<file path="src/rtl/binary_image_outline_extract_unit_macros.svh">
// assertion macros shared by the outline extractor modules
`ifndef BINARY_IMAGE_OUTLINE_EXTRACT_UNIT_MACROS_SVH
`define BINARY_IMAGE_OUTLINE_EXTRACT_UNIT_MACROS_SVH

// condition must hold at every edge outside reset
`define BIOE_ASSERT_ALWAYS(lbl, cond, msg) \
    lbl: assert property (@(posedge aclk) disable iff (!aresetn) (cond)) else $error(msg);

// consequent must hold in the same cycle as the antecedent
`define BIOE_ASSERT_SAME(lbl, ante, cons, msg) \
    lbl: assert property (@(posedge aclk) disable iff (!aresetn) (ante) |-> (cons)) \
        else $error(msg);

// consequent must hold in the cycle after the antecedent
`define BIOE_ASSERT_NEXT(lbl, ante, cons, msg) \
    lbl: assert property (@(posedge aclk) disable iff (!aresetn) (ante) |=> (cons)) \
        else $error(msg);

`endif

</file>
<file path="src/rtl/bioe_pkg.sv">
// types and constants shared by the outline extractor modules
package bioe_pkg;

    localparam int SIDE_PIXELS = 64;
    localparam int ROW_BYTES   = SIDE_PIXELS / 8;
    localparam int ROW_W       = $clog2(SIDE_PIXELS);
    localparam int BCOL_W      = $clog2(ROW_BYTES);
    localparam int LINE_DEPTH  = 2 * ROW_BYTES;

    localparam int PIX_W       = 8;
    localparam int ROWIDX_W    = 6;
    localparam int BCOLIDX_W   = 3;
    localparam int IMG_W       = 8;
    localparam int S_TDATA_W   = 8;
    localparam int M_TDATA_W   = 32;

    localparam int QUEUE_DEPTH = 4;
    localparam int QPTR_W      = $clog2(QUEUE_DEPTH);
    localparam int QCNT_W      = $clog2(QUEUE_DEPTH + 1);

    localparam logic [ROW_W-1:0]  LAST_ROW  = ROW_W'(SIDE_PIXELS - 1);
    localparam logic [BCOL_W-1:0] LAST_BCOL = BCOL_W'(ROW_BYTES - 1);

    typedef enum logic {
        CMD_EMIT,
        CMD_EMIT_FLUSH
    } cmd_kind_t;

    // one queued request: the 3x3 neighborhood of one byte of the middle row
    typedef struct packed {
        cmd_kind_t               kind;
        logic [PIX_W-1:0]        up;
        logic [PIX_W-1:0]        mid;
        logic                    left;
        logic                    right;
        logic [PIX_W-1:0]        down;
        logic                    has_up;
        logic [ROW_W-1:0]        row;
        logic [BCOL_W-1:0]       bcol;
        logic [IMG_W-1:0]        image;
    } cmd_t;

    // last two rows of an image, kept for the bottom-row drain
    typedef struct packed {
        logic [ROW_BYTES-1:0][PIX_W-1:0] up;
        logic [ROW_BYTES-1:0][PIX_W-1:0] mid;
    } flush_rows_t;

    typedef struct packed {
        logic full;
        logic empty;
    } q_status_t;

endpackage

</file>
<file path="src/rtl/bioe_front.sv">
// input side: raster position, line buffer and request classification
module bioe_front (
    input  logic                            aclk,
    input  logic                            aresetn,
    input  logic                            s_tvalid,
    output logic                            s_tready,
    input  logic [bioe_pkg::S_TDATA_W-1:0]  s_tdata,   // [7:0] pixel_byte
    input  bioe_pkg::q_status_t             q_status,
    output logic                            push,
    output bioe_pkg::cmd_t                  push_cmd,
    output bioe_pkg::flush_rows_t           snap
);

    localparam int RB = bioe_pkg::ROW_BYTES;

    logic [bioe_pkg::ROW_W-1:0]   row_reg, row_next;
    logic [bioe_pkg::BCOL_W-1:0]  bcol_reg, bcol_next;
    logic [bioe_pkg::IMG_W-1:0]   image_reg, image_next;
    logic [bioe_pkg::PIX_W-1:0]   line_reg [bioe_pkg::LINE_DEPTH];
    bioe_pkg::flush_rows_t        snap_reg;
    logic                         accept;
    logic                         row_end;
    logic                         image_end;

    assign s_tready  = !q_status.full;
    assign accept    = s_tvalid && s_tready;
    assign row_end   = (bcol_reg == bioe_pkg::LAST_BCOL);
    assign image_end = row_end && (row_reg == bioe_pkg::LAST_ROW);
    assign push      = accept && (row_reg != '0);

    // line_reg[0] is the byte one before the arriving one
    always_comb begin
        push_cmd.kind   = image_end ? bioe_pkg::CMD_EMIT_FLUSH : bioe_pkg::CMD_EMIT;
        push_cmd.up     = line_reg[2*RB-1];
        push_cmd.mid    = line_reg[RB-1];
        push_cmd.left   = line_reg[RB][0];
        push_cmd.right  = line_reg[RB-2][bioe_pkg::PIX_W-1];
        push_cmd.down   = s_tdata;
        push_cmd.has_up = (row_reg > bioe_pkg::ROW_W'(1));
        push_cmd.row    = row_reg - bioe_pkg::ROW_W'(1);
        push_cmd.bcol   = bcol_reg;
        push_cmd.image  = image_reg;
    end

    always_comb begin
        row_next   = row_reg;
        bcol_next  = bcol_reg;
        image_next = image_reg;
        if (accept) begin
            if (row_end) begin
                bcol_next = '0;
                if (image_end) begin
                    row_next   = '0;
                    image_next = image_reg + bioe_pkg::IMG_W'(1);
                end else begin
                    row_next = row_reg + bioe_pkg::ROW_W'(1);
                end
            end else begin
                bcol_next = bcol_reg + bioe_pkg::BCOL_W'(1);
            end
        end
    end

    always_ff @(posedge aclk) begin
        if (!aresetn) begin
            row_reg   <= '0;
            bcol_reg  <= '0;
            image_reg <= '0;
        end else begin
            row_reg   <= row_next;
            bcol_reg  <= bcol_next;
            image_reg <= image_next;
        end
    end

    always_ff @(posedge aclk) begin
        if (accept) begin
            line_reg[0] <= s_tdata;
            for (int k = 1; k < bioe_pkg::LINE_DEPTH; k++) begin
                line_reg[k] <= line_reg[k-1];
            end
        end
        // keep the final two rows for the bottom-row drain
        if (accept && image_end) begin
            for (int k = 0; k < RB - 1; k++) begin
                snap_reg.mid[k] <= line_reg[RB-2-k];
            end
            snap_reg.mid[RB-1] <= s_tdata;
            for (int k = 0; k < RB; k++) begin
                snap_reg.up[k] <= line_reg[2*RB-2-k];
            end
        end
    end

    assign snap = snap_reg;

endmodule

</file>
<file path="src/rtl/bioe_queue.sv">
// short request queue between the front and back parts
module bioe_queue (
    input  logic                 aclk,
    input  logic                 aresetn,
    input  logic                 push,
    input  bioe_pkg::cmd_t       push_cmd,
    input  logic                 pop,
    output bioe_pkg::cmd_t       head_cmd,
    output bioe_pkg::q_status_t  q_status
);

    `include "binary_image_outline_extract_unit_macros.svh"

    bioe_pkg::cmd_t               mem_reg [bioe_pkg::QUEUE_DEPTH];
    logic [bioe_pkg::QPTR_W-1:0]  wr_ptr_reg;
    logic [bioe_pkg::QPTR_W-1:0]  rd_ptr_reg;
    logic [bioe_pkg::QCNT_W-1:0]  count_reg, count_next;

    assign q_status.full  = (count_reg == bioe_pkg::QCNT_W'(bioe_pkg::QUEUE_DEPTH));
    assign q_status.empty = (count_reg == '0);
    assign head_cmd       = mem_reg[rd_ptr_reg];

    always_comb begin
        count_next = count_reg;
        if (push && !pop) begin
            count_next = count_reg + bioe_pkg::QCNT_W'(1);
        end else if (pop && !push) begin
            count_next = count_reg - bioe_pkg::QCNT_W'(1);
        end
    end

    always_ff @(posedge aclk) begin
        if (!aresetn) begin
            wr_ptr_reg <= '0;
            rd_ptr_reg <= '0;
            count_reg  <= '0;
        end else begin
            count_reg <= count_next;
            if (push) begin
                wr_ptr_reg <= (wr_ptr_reg == bioe_pkg::QPTR_W'(bioe_pkg::QUEUE_DEPTH - 1))
                              ? '0 : wr_ptr_reg + bioe_pkg::QPTR_W'(1);
            end
            if (pop) begin
                rd_ptr_reg <= (rd_ptr_reg == bioe_pkg::QPTR_W'(bioe_pkg::QUEUE_DEPTH - 1))
                              ? '0 : rd_ptr_reg + bioe_pkg::QPTR_W'(1);
            end
        end
    end

    always_ff @(posedge aclk) begin
        if (push) begin
            mem_reg[wr_ptr_reg] <= push_cmd;
        end
    end

    `BIOE_ASSERT_SAME(a_no_push_when_full, q_status.full, !push, "push into full queue")
    `BIOE_ASSERT_SAME(a_no_pop_when_empty, q_status.empty, !pop, "pop from empty queue")
    `BIOE_ASSERT_NEXT(a_count_tracks, push && !pop, count_reg == $past(count_reg) + 1'b1, "queue count lost a push")

endmodule

</file>
<file path="src/rtl/bioe_back.sv">
// output side: outline marking, bottom-row drain and result register
module bioe_back (
    input  logic                            aclk,
    input  logic                            aresetn,
    input  bioe_pkg::cmd_t                  head_cmd,
    input  bioe_pkg::q_status_t             q_status,
    input  bioe_pkg::flush_rows_t           snap,
    output logic                            pop,
    output logic                            m_tvalid,
    input  logic                            m_tready,
    output logic [bioe_pkg::M_TDATA_W-1:0]  m_tdata,   // [7:0] outline_byte, [13:8] row_index,
                                                       // [16:14] byte_column, [24:17] image_number
    output logic                            m_tlast     // last_of_image
);

    `include "binary_image_outline_extract_unit_macros.svh"

    localparam int RB = bioe_pkg::ROW_BYTES;
    localparam int W  = bioe_pkg::PIX_W;

    // ext: bit W+1 is the pixel left of the byte, bit 0 the one right of it
    function automatic logic [W-1:0] mark_byte(
        input logic [W-1:0] up,
        input logic [W+1:0] ext,
        input logic [W-1:0] down,
        input logic         has_up,
        input logic         has_down,
        input logic         first_byte,
        input logic         last_byte
    );
        logic [W-1:0] res;
        logic         at_first;
        logic         at_last;
        res = '0;
        for (int i = 0; i < W; i++) begin
            at_first = first_byte && (i == 0);
            at_last  = last_byte && (i == W - 1);
            res[W-1-i] = ext[W-i] && has_up &&
                         (!up[W-1-i] ||
                          (!at_last && (!ext[W-1-i] ||
                           (has_down && (!down[W-1-i] || (!at_first && !ext[W+1-i]))))));
        end
        return res;
    endfunction

    logic                             m_tvalid_reg;
    logic                             m_tlast_reg;
    logic [W-1:0]                     out_byte_reg;
    logic [bioe_pkg::ROW_W-1:0]       out_row_reg;
    logic [bioe_pkg::BCOL_W-1:0]      out_bcol_reg;
    logic [bioe_pkg::IMG_W-1:0]       out_image_reg;

    logic                             flush_active_reg;
    logic [bioe_pkg::BCOL_W-1:0]      fb_reg;
    logic [bioe_pkg::IMG_W-1:0]       flush_image_reg;
    logic [RB-1:0][W-1:0]             up_line_reg;
    logic [RB-1:0][W-1:0]             mid_line_reg;
    logic                             prev_bit_reg;

    logic                             out_load;
    logic [W-1:0]                     emit_byte;
    logic [W-1:0]                     flush_byte;
    logic                             fb_last;

    assign out_load = !m_tvalid_reg || m_tready;
    assign pop      = out_load && !flush_active_reg && !q_status.empty;
    assign fb_last  = (fb_reg == bioe_pkg::LAST_BCOL);

    assign emit_byte = mark_byte(head_cmd.up, {head_cmd.left, head_cmd.mid, head_cmd.right},
                                 head_cmd.down, head_cmd.has_up, 1'b1,
                                 head_cmd.bcol == '0,
                                 head_cmd.bcol == bioe_pkg::LAST_BCOL);

    // bottom row: no down neighbor, the row walks past a fixed tap
    assign flush_byte = mark_byte(up_line_reg[0],
                                  {prev_bit_reg, mid_line_reg[0], mid_line_reg[1][W-1]},
                                  '0, 1'b1, 1'b0, fb_reg == '0, fb_last);

    always_ff @(posedge aclk) begin
        if (!aresetn) begin
            m_tvalid_reg     <= 1'b0;
            flush_active_reg <= 1'b0;
            fb_reg           <= '0;
        end else if (out_load) begin
            if (flush_active_reg) begin
                m_tvalid_reg <= 1'b1;
                fb_reg       <= fb_reg + bioe_pkg::BCOL_W'(1);
                if (fb_last) begin
                    flush_active_reg <= 1'b0;
                end
            end else if (!q_status.empty) begin
                m_tvalid_reg <= 1'b1;
                if (head_cmd.kind == bioe_pkg::CMD_EMIT_FLUSH) begin
                    flush_active_reg <= 1'b1;
                    fb_reg           <= '0;
                end
            end else begin
                m_tvalid_reg <= 1'b0;
            end
        end
    end

    always_ff @(posedge aclk) begin
        if (out_load) begin
            if (flush_active_reg) begin
                out_byte_reg  <= flush_byte;
                out_row_reg   <= bioe_pkg::LAST_ROW;
                out_bcol_reg  <= fb_reg;
                out_image_reg <= flush_image_reg;
                m_tlast_reg   <= fb_last;
                prev_bit_reg  <= mid_line_reg[0][0];
                for (int k = 0; k < RB - 1; k++) begin
                    up_line_reg[k]  <= up_line_reg[k+1];
                    mid_line_reg[k] <= mid_line_reg[k+1];
                end
            end else if (!q_status.empty) begin
                out_byte_reg  <= emit_byte;
                out_row_reg   <= head_cmd.row;
                out_bcol_reg  <= head_cmd.bcol;
                out_image_reg <= head_cmd.image;
                m_tlast_reg   <= 1'b0;
                if (head_cmd.kind == bioe_pkg::CMD_EMIT_FLUSH) begin
                    up_line_reg     <= snap.up;
                    mid_line_reg    <= snap.mid;
                    prev_bit_reg    <= 1'b0;
                    flush_image_reg <= head_cmd.image;
                end
            end
        end
    end

    assign m_tvalid = m_tvalid_reg;
    assign m_tlast  = m_tlast_reg;
    assign m_tdata  = {{(bioe_pkg::M_TDATA_W - W - bioe_pkg::ROWIDX_W - bioe_pkg::BCOLIDX_W
                         - bioe_pkg::IMG_W){1'b0}},
                       out_image_reg,
                       bioe_pkg::BCOLIDX_W'(out_bcol_reg),
                       bioe_pkg::ROWIDX_W'(out_row_reg),
                       out_byte_reg};

    `BIOE_ASSERT_SAME(a_last_on_final_byte, m_tvalid && m_tlast, (out_row_reg == bioe_pkg::LAST_ROW) && (out_bcol_reg == bioe_pkg::LAST_BCOL), "tlast away from the final byte")
    `BIOE_ASSERT_SAME(a_drain_full_row, $fell(flush_active_reg), $past(fb_reg) == bioe_pkg::LAST_BCOL, "bottom-row drain ended early")

endmodule

</file>
<file path="src/rtl/binary_image_outline_extract_unit.sv">
// top level of the binary image outline extractor
//
//   channel   dir   width  contents
//   s_        in    8      pixel_byte, raster order, one byte per request
//   m_        out   32+1   outline_byte, row_index, byte_column, image_number; tlast
//
// one input byte per cycle while s_tready is high; results leave one per cycle while
// m_tready is high, after the input byte that causes them (request queue, then the
// output register). the last byte of an image starts a drain in the back part: the
// pending byte of the next-to-last row, then the eight bytes of the bottom row,
// running while the first row of the next image arrives, which makes no results.
// reset clears counters, queue pointers and valid flags; line buffers are not cleared.
// s_tready drops only when the four-entry request queue is full.
module binary_image_outline_extract_unit (
    input  logic                            aclk,
    input  logic                            aresetn,
    input  logic                            s_tvalid,
    output logic                            s_tready,
    input  logic [bioe_pkg::S_TDATA_W-1:0]  s_tdata,   // [7:0] pixel_byte
    output logic                            m_tvalid,
    input  logic                            m_tready,
    output logic [bioe_pkg::M_TDATA_W-1:0]  m_tdata,   // [7:0] outline_byte, [13:8] row_index,
                                                       // [16:14] byte_column, [24:17] image_number
    output logic                            m_tlast     // last_of_image
);

    bioe_pkg::q_status_t    q_status;
    bioe_pkg::cmd_t         push_cmd;
    bioe_pkg::cmd_t         head_cmd;
    bioe_pkg::flush_rows_t  snap;
    logic                   push;
    logic                   pop;

    bioe_front u_front (
        .aclk     (aclk),
        .aresetn  (aresetn),
        .s_tvalid (s_tvalid),
        .s_tready (s_tready),
        .s_tdata  (s_tdata),
        .q_status (q_status),
        .push     (push),
        .push_cmd (push_cmd),
        .snap     (snap)
    );

    bioe_queue u_queue (
        .aclk     (aclk),
        .aresetn  (aresetn),
        .push     (push),
        .push_cmd (push_cmd),
        .pop      (pop),
        .head_cmd (head_cmd),
        .q_status (q_status)
    );

    bioe_back u_back (
        .aclk     (aclk),
        .aresetn  (aresetn),
        .head_cmd (head_cmd),
        .q_status (q_status),
        .snap     (snap),
        .pop      (pop),
        .m_tvalid (m_tvalid),
        .m_tready (m_tready),
        .m_tdata  (m_tdata),
        .m_tlast  (m_tlast)
    );

endmodule
</file>
<file path="config.mk">
export PLATFORM = sky130hd
export DESIGN_NAME = binary_image_outline_extract_unit
export DESIGN_NICKNAME = d
export VERILOG_FILES = /design/src/rtl/bioe_pkg.sv /design/src/rtl/bioe_front.sv /design/src/rtl/bioe_queue.sv /design/src/rtl/bioe_back.sv /design/src/rtl/binary_image_outline_extract_unit.sv
export VERILOG_INCLUDE_DIRS = /design/src /design/src/rtl
export SDC_FILE = /design/constraint.sdc
export NUM_CORES = 1
export LEC_CHECK = 0
export ABC_AREA = 0
export BUFFER_PORTS_ARGS = -buffer_cell sky130_fd_sc_hd__buf_2
export CAP_MARGIN = 20
export CORE_ASPECT_RATIO = 1.5
export CORE_UTILIZATION = 67
export DETAILED_ROUTE_END_ITERATION = 8
export HOLD_SLACK_MARGIN = 0.08
export PLACE_DENSITY = 0.94
export REMOVE_ABC_BUFFERS = 1
export SYNTH_ARGS = -nofsm -noshare
export SYNTH_HDL_FRONTEND = slang
export SYNTH_HIERARCHICAL = 1
export SYNTH_SLANG_ARGS = --single-unit
</file>
<file path="constraint.sdc">
create_clock -name aclk -period 12.32 [get_ports aclk]
set_input_delay 0.616 -clock aclk [delete_from_list [all_inputs] [get_ports aclk]]
set_output_delay 0.616 -clock aclk [all_outputs]
set_load 0.02 [all_outputs]
</file>
# --- Word level (Yosys, flattened, before mapping) ---
# Memory sizes are Yosys's and may differ from the RTL's. A register that Yosys moved wholly into a read port is not among the register bits.
# Cells that the tools add are included.
word_totals:
  memories: 2
  output_inout_bits: 35
  regBits: 319
  ram_bits: 308
classes:
  add_sub_neg: 9
  mux: 37
  eq_ne: 8
  n_reduce_logical: 129
  bitwise_logic: 2
  magnitude_cmp: 1
mem_list:
  columns: ["memory", "words", "width", "rd", "rd_ports_with_merged_regs", "wr", "line", "rtl"]
  rows:
  - ["u_queue.mem_reg", 4, 45, 1, 1, 1, "bioe_queue.sv:14", "bioe_pkg::cmd_t mem_reg [bioe_pkg::QUEUE_DEPTH];"]
  - ["u_front.line_reg", 16, 8, 16, 0, 16, "bioe_front.sv:19", "logic [bioe_pkg::PIX_W-1:0] line_reg [bioe_pkg::LINE_DEPTH];"]
op_table:
  columns: ["cell", "count"]
  rows:
  - ["56-bit two-way mux", 6]
  - ["1-bit logical NOT", 51]
  - ["1-bit logical AND", 35]
  - ["1-bit logical OR", 33]
  - ["8-bit two-way mux", 4]
  - ["3-bit two-way mux", 8]
  - ["1-bit two-way mux", 13]
  - ["3-bit == test (second input constant)", 4]
  - ["6-bit two-way mux", 2]
  - ["3-bit by 1-bit adder with 3-bit output (second input constant)", 3]
  - ["8-bit by 1-bit adder with 8-bit output (second input constant)", 1]
  - ["2-bit two-way mux", 4]
  - ["6-bit by 1-bit adder with 6-bit output (second input constant)", 1]
  - ["6-bit == test (second input constant)", 1]
  - ["6-bit by 1-bit greater-than comparator with 1-bit output (second input constant)", 1]
  - ["3-bit logical NOT", 2]
  - ["3-bit AND reduction", 2]
  - ["6-bit nonzero test", 1]
  - ["6-bit by 1-bit subtractor with 6-bit output (second input constant)", 1]
  - ["2-bit by 1-bit adder with 2-bit output (second input constant)", 2]
  - ["2-bit == test (second input constant)", 2]
  - ["2-bit AND reduction", 2]
  - ["4-bit AND reduction", 1]
  - ["2-bit nonzero test", 2]
  - ["other kinds (3)", 4]

# --- Depth between registers and ports, before layout ---
depth:
  ltp_word: 9
  depth_mapped: 11
  mapped_depth_nobuf: 9

# --- Modules after synthesis ---
# The synthesis kept the hierarchy.
by_module_without_submodules:
  columns: ["module", "seq_area_each_um2", "n_inst", "cells_each", "area_per_inst_um2"]
  rows:
  - ["bioe_front", 8027.7, 1, 384, 8787.2]
  - ["bioe_back", 4964.8, 1, 389, 7307.0]
  - ["bioe_queue", 5585.4, 1, 279, 7011.7]

# --- Worst setup path after synthesis ---
# No wires, ideal clock.
synth_timing:
  path_type: "reg2reg"
  start: "register u_front/bcol_reg[0] (netlist bit)"
  end: "register u_front/snap[0] (netlist name)"
  n_path_buf: 1
  required_ps: 11699
  period_less_slack_ps: 7124
  path_slack_ps: 5196
  t_arrival_ps: 6503
  setup_time_ps: 621
  stages_incl_launch_ff: 6
  path_cell_list: "dfxtp_1 ha_1 ha_1 nand4_4 buf_2 nor2_1"
synth_between:
  elab_chain_len: 3
synth_lines:
  columns: ["item", "line", "rtl"]
  rows:
  - ["from (decl)", "bioe_front.sv:17", "logic [bioe_pkg::BCOL_W-1:0] bcol_reg, bcol_next;"]
  - ["from (signal assigned)", "bioe_front.sv:71", "bcol_reg <= bcol_next;"]
  - ["3-bit == test", "bioe_front.sv:27", "assign row_end = (bcol_reg == bioe_pkg::LAST_BCOL);"]
  - ["1-bit logical AND", "bioe_front.sv:28", "assign image_end = row_end && (row_reg == bioe_pkg::LAST_ROW);"]
  - ["1-bit logical AND", "bioe_front.sv:84", "if (accept && image_end) begin"]
# No other way between the ends.
# A chain may end at the register's enable or synchronous reset.

==> impl_metrics.yaml <==
yosys:
  yosys.cell_types.count: 53
  synth_seq_cells: 629
  synthTopCellsByArea: "edfxtp_1 (78%), mux2_4 (5.6%), mux4_2 (3.9%)"
  synthFlopType: "edfxtp_1"
  ys_seq_area_share_pct: 80.4
  syn_avg_cell_area_sq_um: 22.0
  syn_area_sq_um: 23100
  synth-async-reset-ratio_pct: 0
  synth_top_area_share_pct: 77.7
  ys_warn_count: 6
  synth-edff-count: 598
  synth_top_cell_by_area: "edfxtp_1"
  syn_inst: 1052
setup_path:
  crit_top_cell: "buf_4"
  critical_path.startpoint_type: "flop"
  cp_max_fo: 62
  path_cells: "mux4_2 -> nand2b_1 -> a21oi_4 -> buf_4 -> buf_4"
  worst_r2r_path_depth: 5
  critPathMaxStageDelay_ps: 940
  rrSetupSlack_ps: 8750
  rr_endpoint: "u_back/up_line_reg[42]$_DFFE_PP_"
  crit_family: "buffers and inverters"
  crit_path_end_kind: "flop"
  cp_slowest_cell: "dfxtp_4"
  cp.arrival_ps: 3770
  critPathKind: "reg2reg"
  path_buf_inv: 2
  worstPathRequired_ps: 12520
grt:
  grt_use_total_pct: 26.1
  grt_pass1_vias: 10500
  grt_antenna_before_repair: 1
  grt_overflow_total: 0
  grt_pass1_wl_um: 66400
  grt_max_degree: 85
layout:
  layout_common_cells: "edfxtp_1 (598), mux2_4 (86), clkbuf_16 (53)"
  final_common_cell: "edfxtp_1"
  drive_gt1_share_pct: 27.2
  final_nets: 1142
  final_util_pct: 75.3
  largest_register_ffs: 180
  syn2layout_area_growth_pct: 9.73
clock_network:
  post_cts_resized: 0
  clk_pin_slew_worst_paths_ps: 70
  cts_root_buf: "clkbuf_16"
  clk_latency_ps: 580
  holdBufCountCts: 0
  cts_buffers: 52
  clkSinkCount: 629
  cts_tree: "yes"
  post-cts-setup-buffers: 0
  cts_buffer_depth: 3
  htree_num_levels: 2
timing:
  relSlewSlack_pct: 31.9
  tightest_slew_ps: 1020
  final_hold_viol_count: 0
  fin_crit_ps: 3570
  min_period_over_period_pct: 28.9
  finalSetupViolations: 0
  rsz0062_at_grt: "no"
  report.final.slew_viol_count: 0
  finalSetupTns_ps: 0
  fin_ws_ps: 8750
  fin_skew_ps: 17.6
  fmax_mhz: 280
min_path:
  hp-class: "in2reg"
  hold_path_end: "u_front/line_reg[0][0]$_DFFE_PP_"
  hold_depth: 1
  hp-start: "s_tdata[0]"
floorplan:
  io_pins: 47
  die_h_um: 229
  die_w_um: 154
  core_sq_um: 33700
  dieArea_sq_um: 35200
  num_rows: 82
  start_util_pct: 68.7
drt:
  wl_met1_um: 17200
  num_vias: 10200
  firstDrtPassIters: 7
  dr.max_layer_used: "met4"
  post_drt_wl_per_cell_um: 28.7
  met3_length_um: 2880
  drt_iter0_markers: 1152
  ant_nets: 0
  viasPerCell: 6.44
  wirelength_um: 45200
  drcViolationCount: 0
  wl_met2_um: 23900
place:
  place_ws_ps: 8500
  port-buffer-count: 39
  gp_congestion: 0.761
  hpwlAfterDp_um: 23200
run:
  cap_viol_max_count: 0
power_and_ir_drop:
  power_leakage_nw: 8.42
  vdd_drop_max_uv: 165
  powerDensity_nw_per_um2: 229
outcome:
  status: "completed"
[synthesized netlist by cell type (2+ instances only)]
cell type  count
dfxtp_1       31
and2_1         5
or2_2          6
o21ai_0       14
o22ai_1        3
buf_6         14
nor4_1         3
buf_4         19
or4_1          2
nand2_1       21
nor2_1        12
buf_2         12
buf_12         4
nand2b_1       8
clkbuf_1       3
a21oi_1        7
ha_1          15
mux2_4        86
edfxtp_1     598
nor3_1         9
xnor2_1        4
inv_1         14
mux4_1         5
a211oi_1       2
or3_1          5
xor2_1         4
and4_1         2
mux2_2        37
mux4_2        40
mux2i_1       11
nand4_1       10
nand3b_1       2
nor2b_1        7
o31ai_1        2
nand3_1       15
a21boi_0       3
[area by class of cell]
type | instances | area [sq um]
flip-flops and latches | 629 | 18600
fillers | 1623 | 8300
multi-input cells | 361 | 4080
clock buffers | 61 | 1370
well taps | 420 | 526
repair buffers | 55 | 385
clock inverters | 35 | 349
inverters | 15 | 56.3
diodes | 1 | 2.50
[how the worst max path moves through the flow]
| stage | from | to | slack (ps) | depth (start not counted) |
|---|---|---|---|---|
| after floorplan | u_queue/count_reg[0]$_SDFFE_PN0P_ | u_queue/mem_reg[0][0]$_DFFE_PP_ | 3520 | 4 |
| after global placement | s_tvalid | u_queue/mem_reg[0][30]$_DFFE_PP_ | 8610 | 5 |
| after detailed placement | s_tvalid | u_queue/mem_reg[1][5]$_DFFE_PP_ | 8500 | 5 |
| after CTS | u_queue/count_reg[0]$_SDFFE_PN0P_ | u_queue/mem_reg[1][38]$_DFFE_PP_ | 8680 | 5 |
| after global routing | flop | u_back/mid_line_reg[51]$_DFFE_PP_ | 8500 | 5 |
| final | flop | u_back/up_line_reg[42]$_DFFE_PP_ | 8750 | 5 |
[logic make-up (layout without fill, tap and decap cells)]
family          count (synthesis)  after routing  synth area share [%]
simple gates                  111            111                  2.72
compound gates                 40             40                  1.10
buf+inv                        68            166                  2.22
fa+ha+maj                      16             16                 0.899
mux                           179            179                  12.3
xor+xnor                        8              8                 0.303
flops                         629            629                  80.4
other cells                     1              8                0.0162
[metal layers]
metal,up-vias,global-route usage [%]
met5,-,0
met4,0,9.31
met3,83,3.41
met2,546,44.3
met1,5239,35.2
li1,4295,-
[metrics by stage]
stage / cell area (sq um) / power [W] / std cells / hold WS [ps]
floorplan: 22700 / 0.00388 / 1005 / 400
global placement: 23500 / 0.00402 / 1475 / 400
detailed placement: 23500 / 0.00411 / 1475 / 405
CTS: 25200 / 0.00582 / 1571 / 280
global route: 25400 / 0.00598 / 1576 / 295
finish: 25400 / 0.00581 / 1577 / 306
[report_power, final]
part	switching [W]	leakage [nW]	internal, W	total, W
clock network	0.000741	0.842	0.000942	0.00168
logic	0.000537	1.84	0.000410	0.000947
registers	0.000266	5.74	0.00291	0.00318
total	0.00154	8.42	0.00427	0.00581
Power figures use the tool's default switching activity.
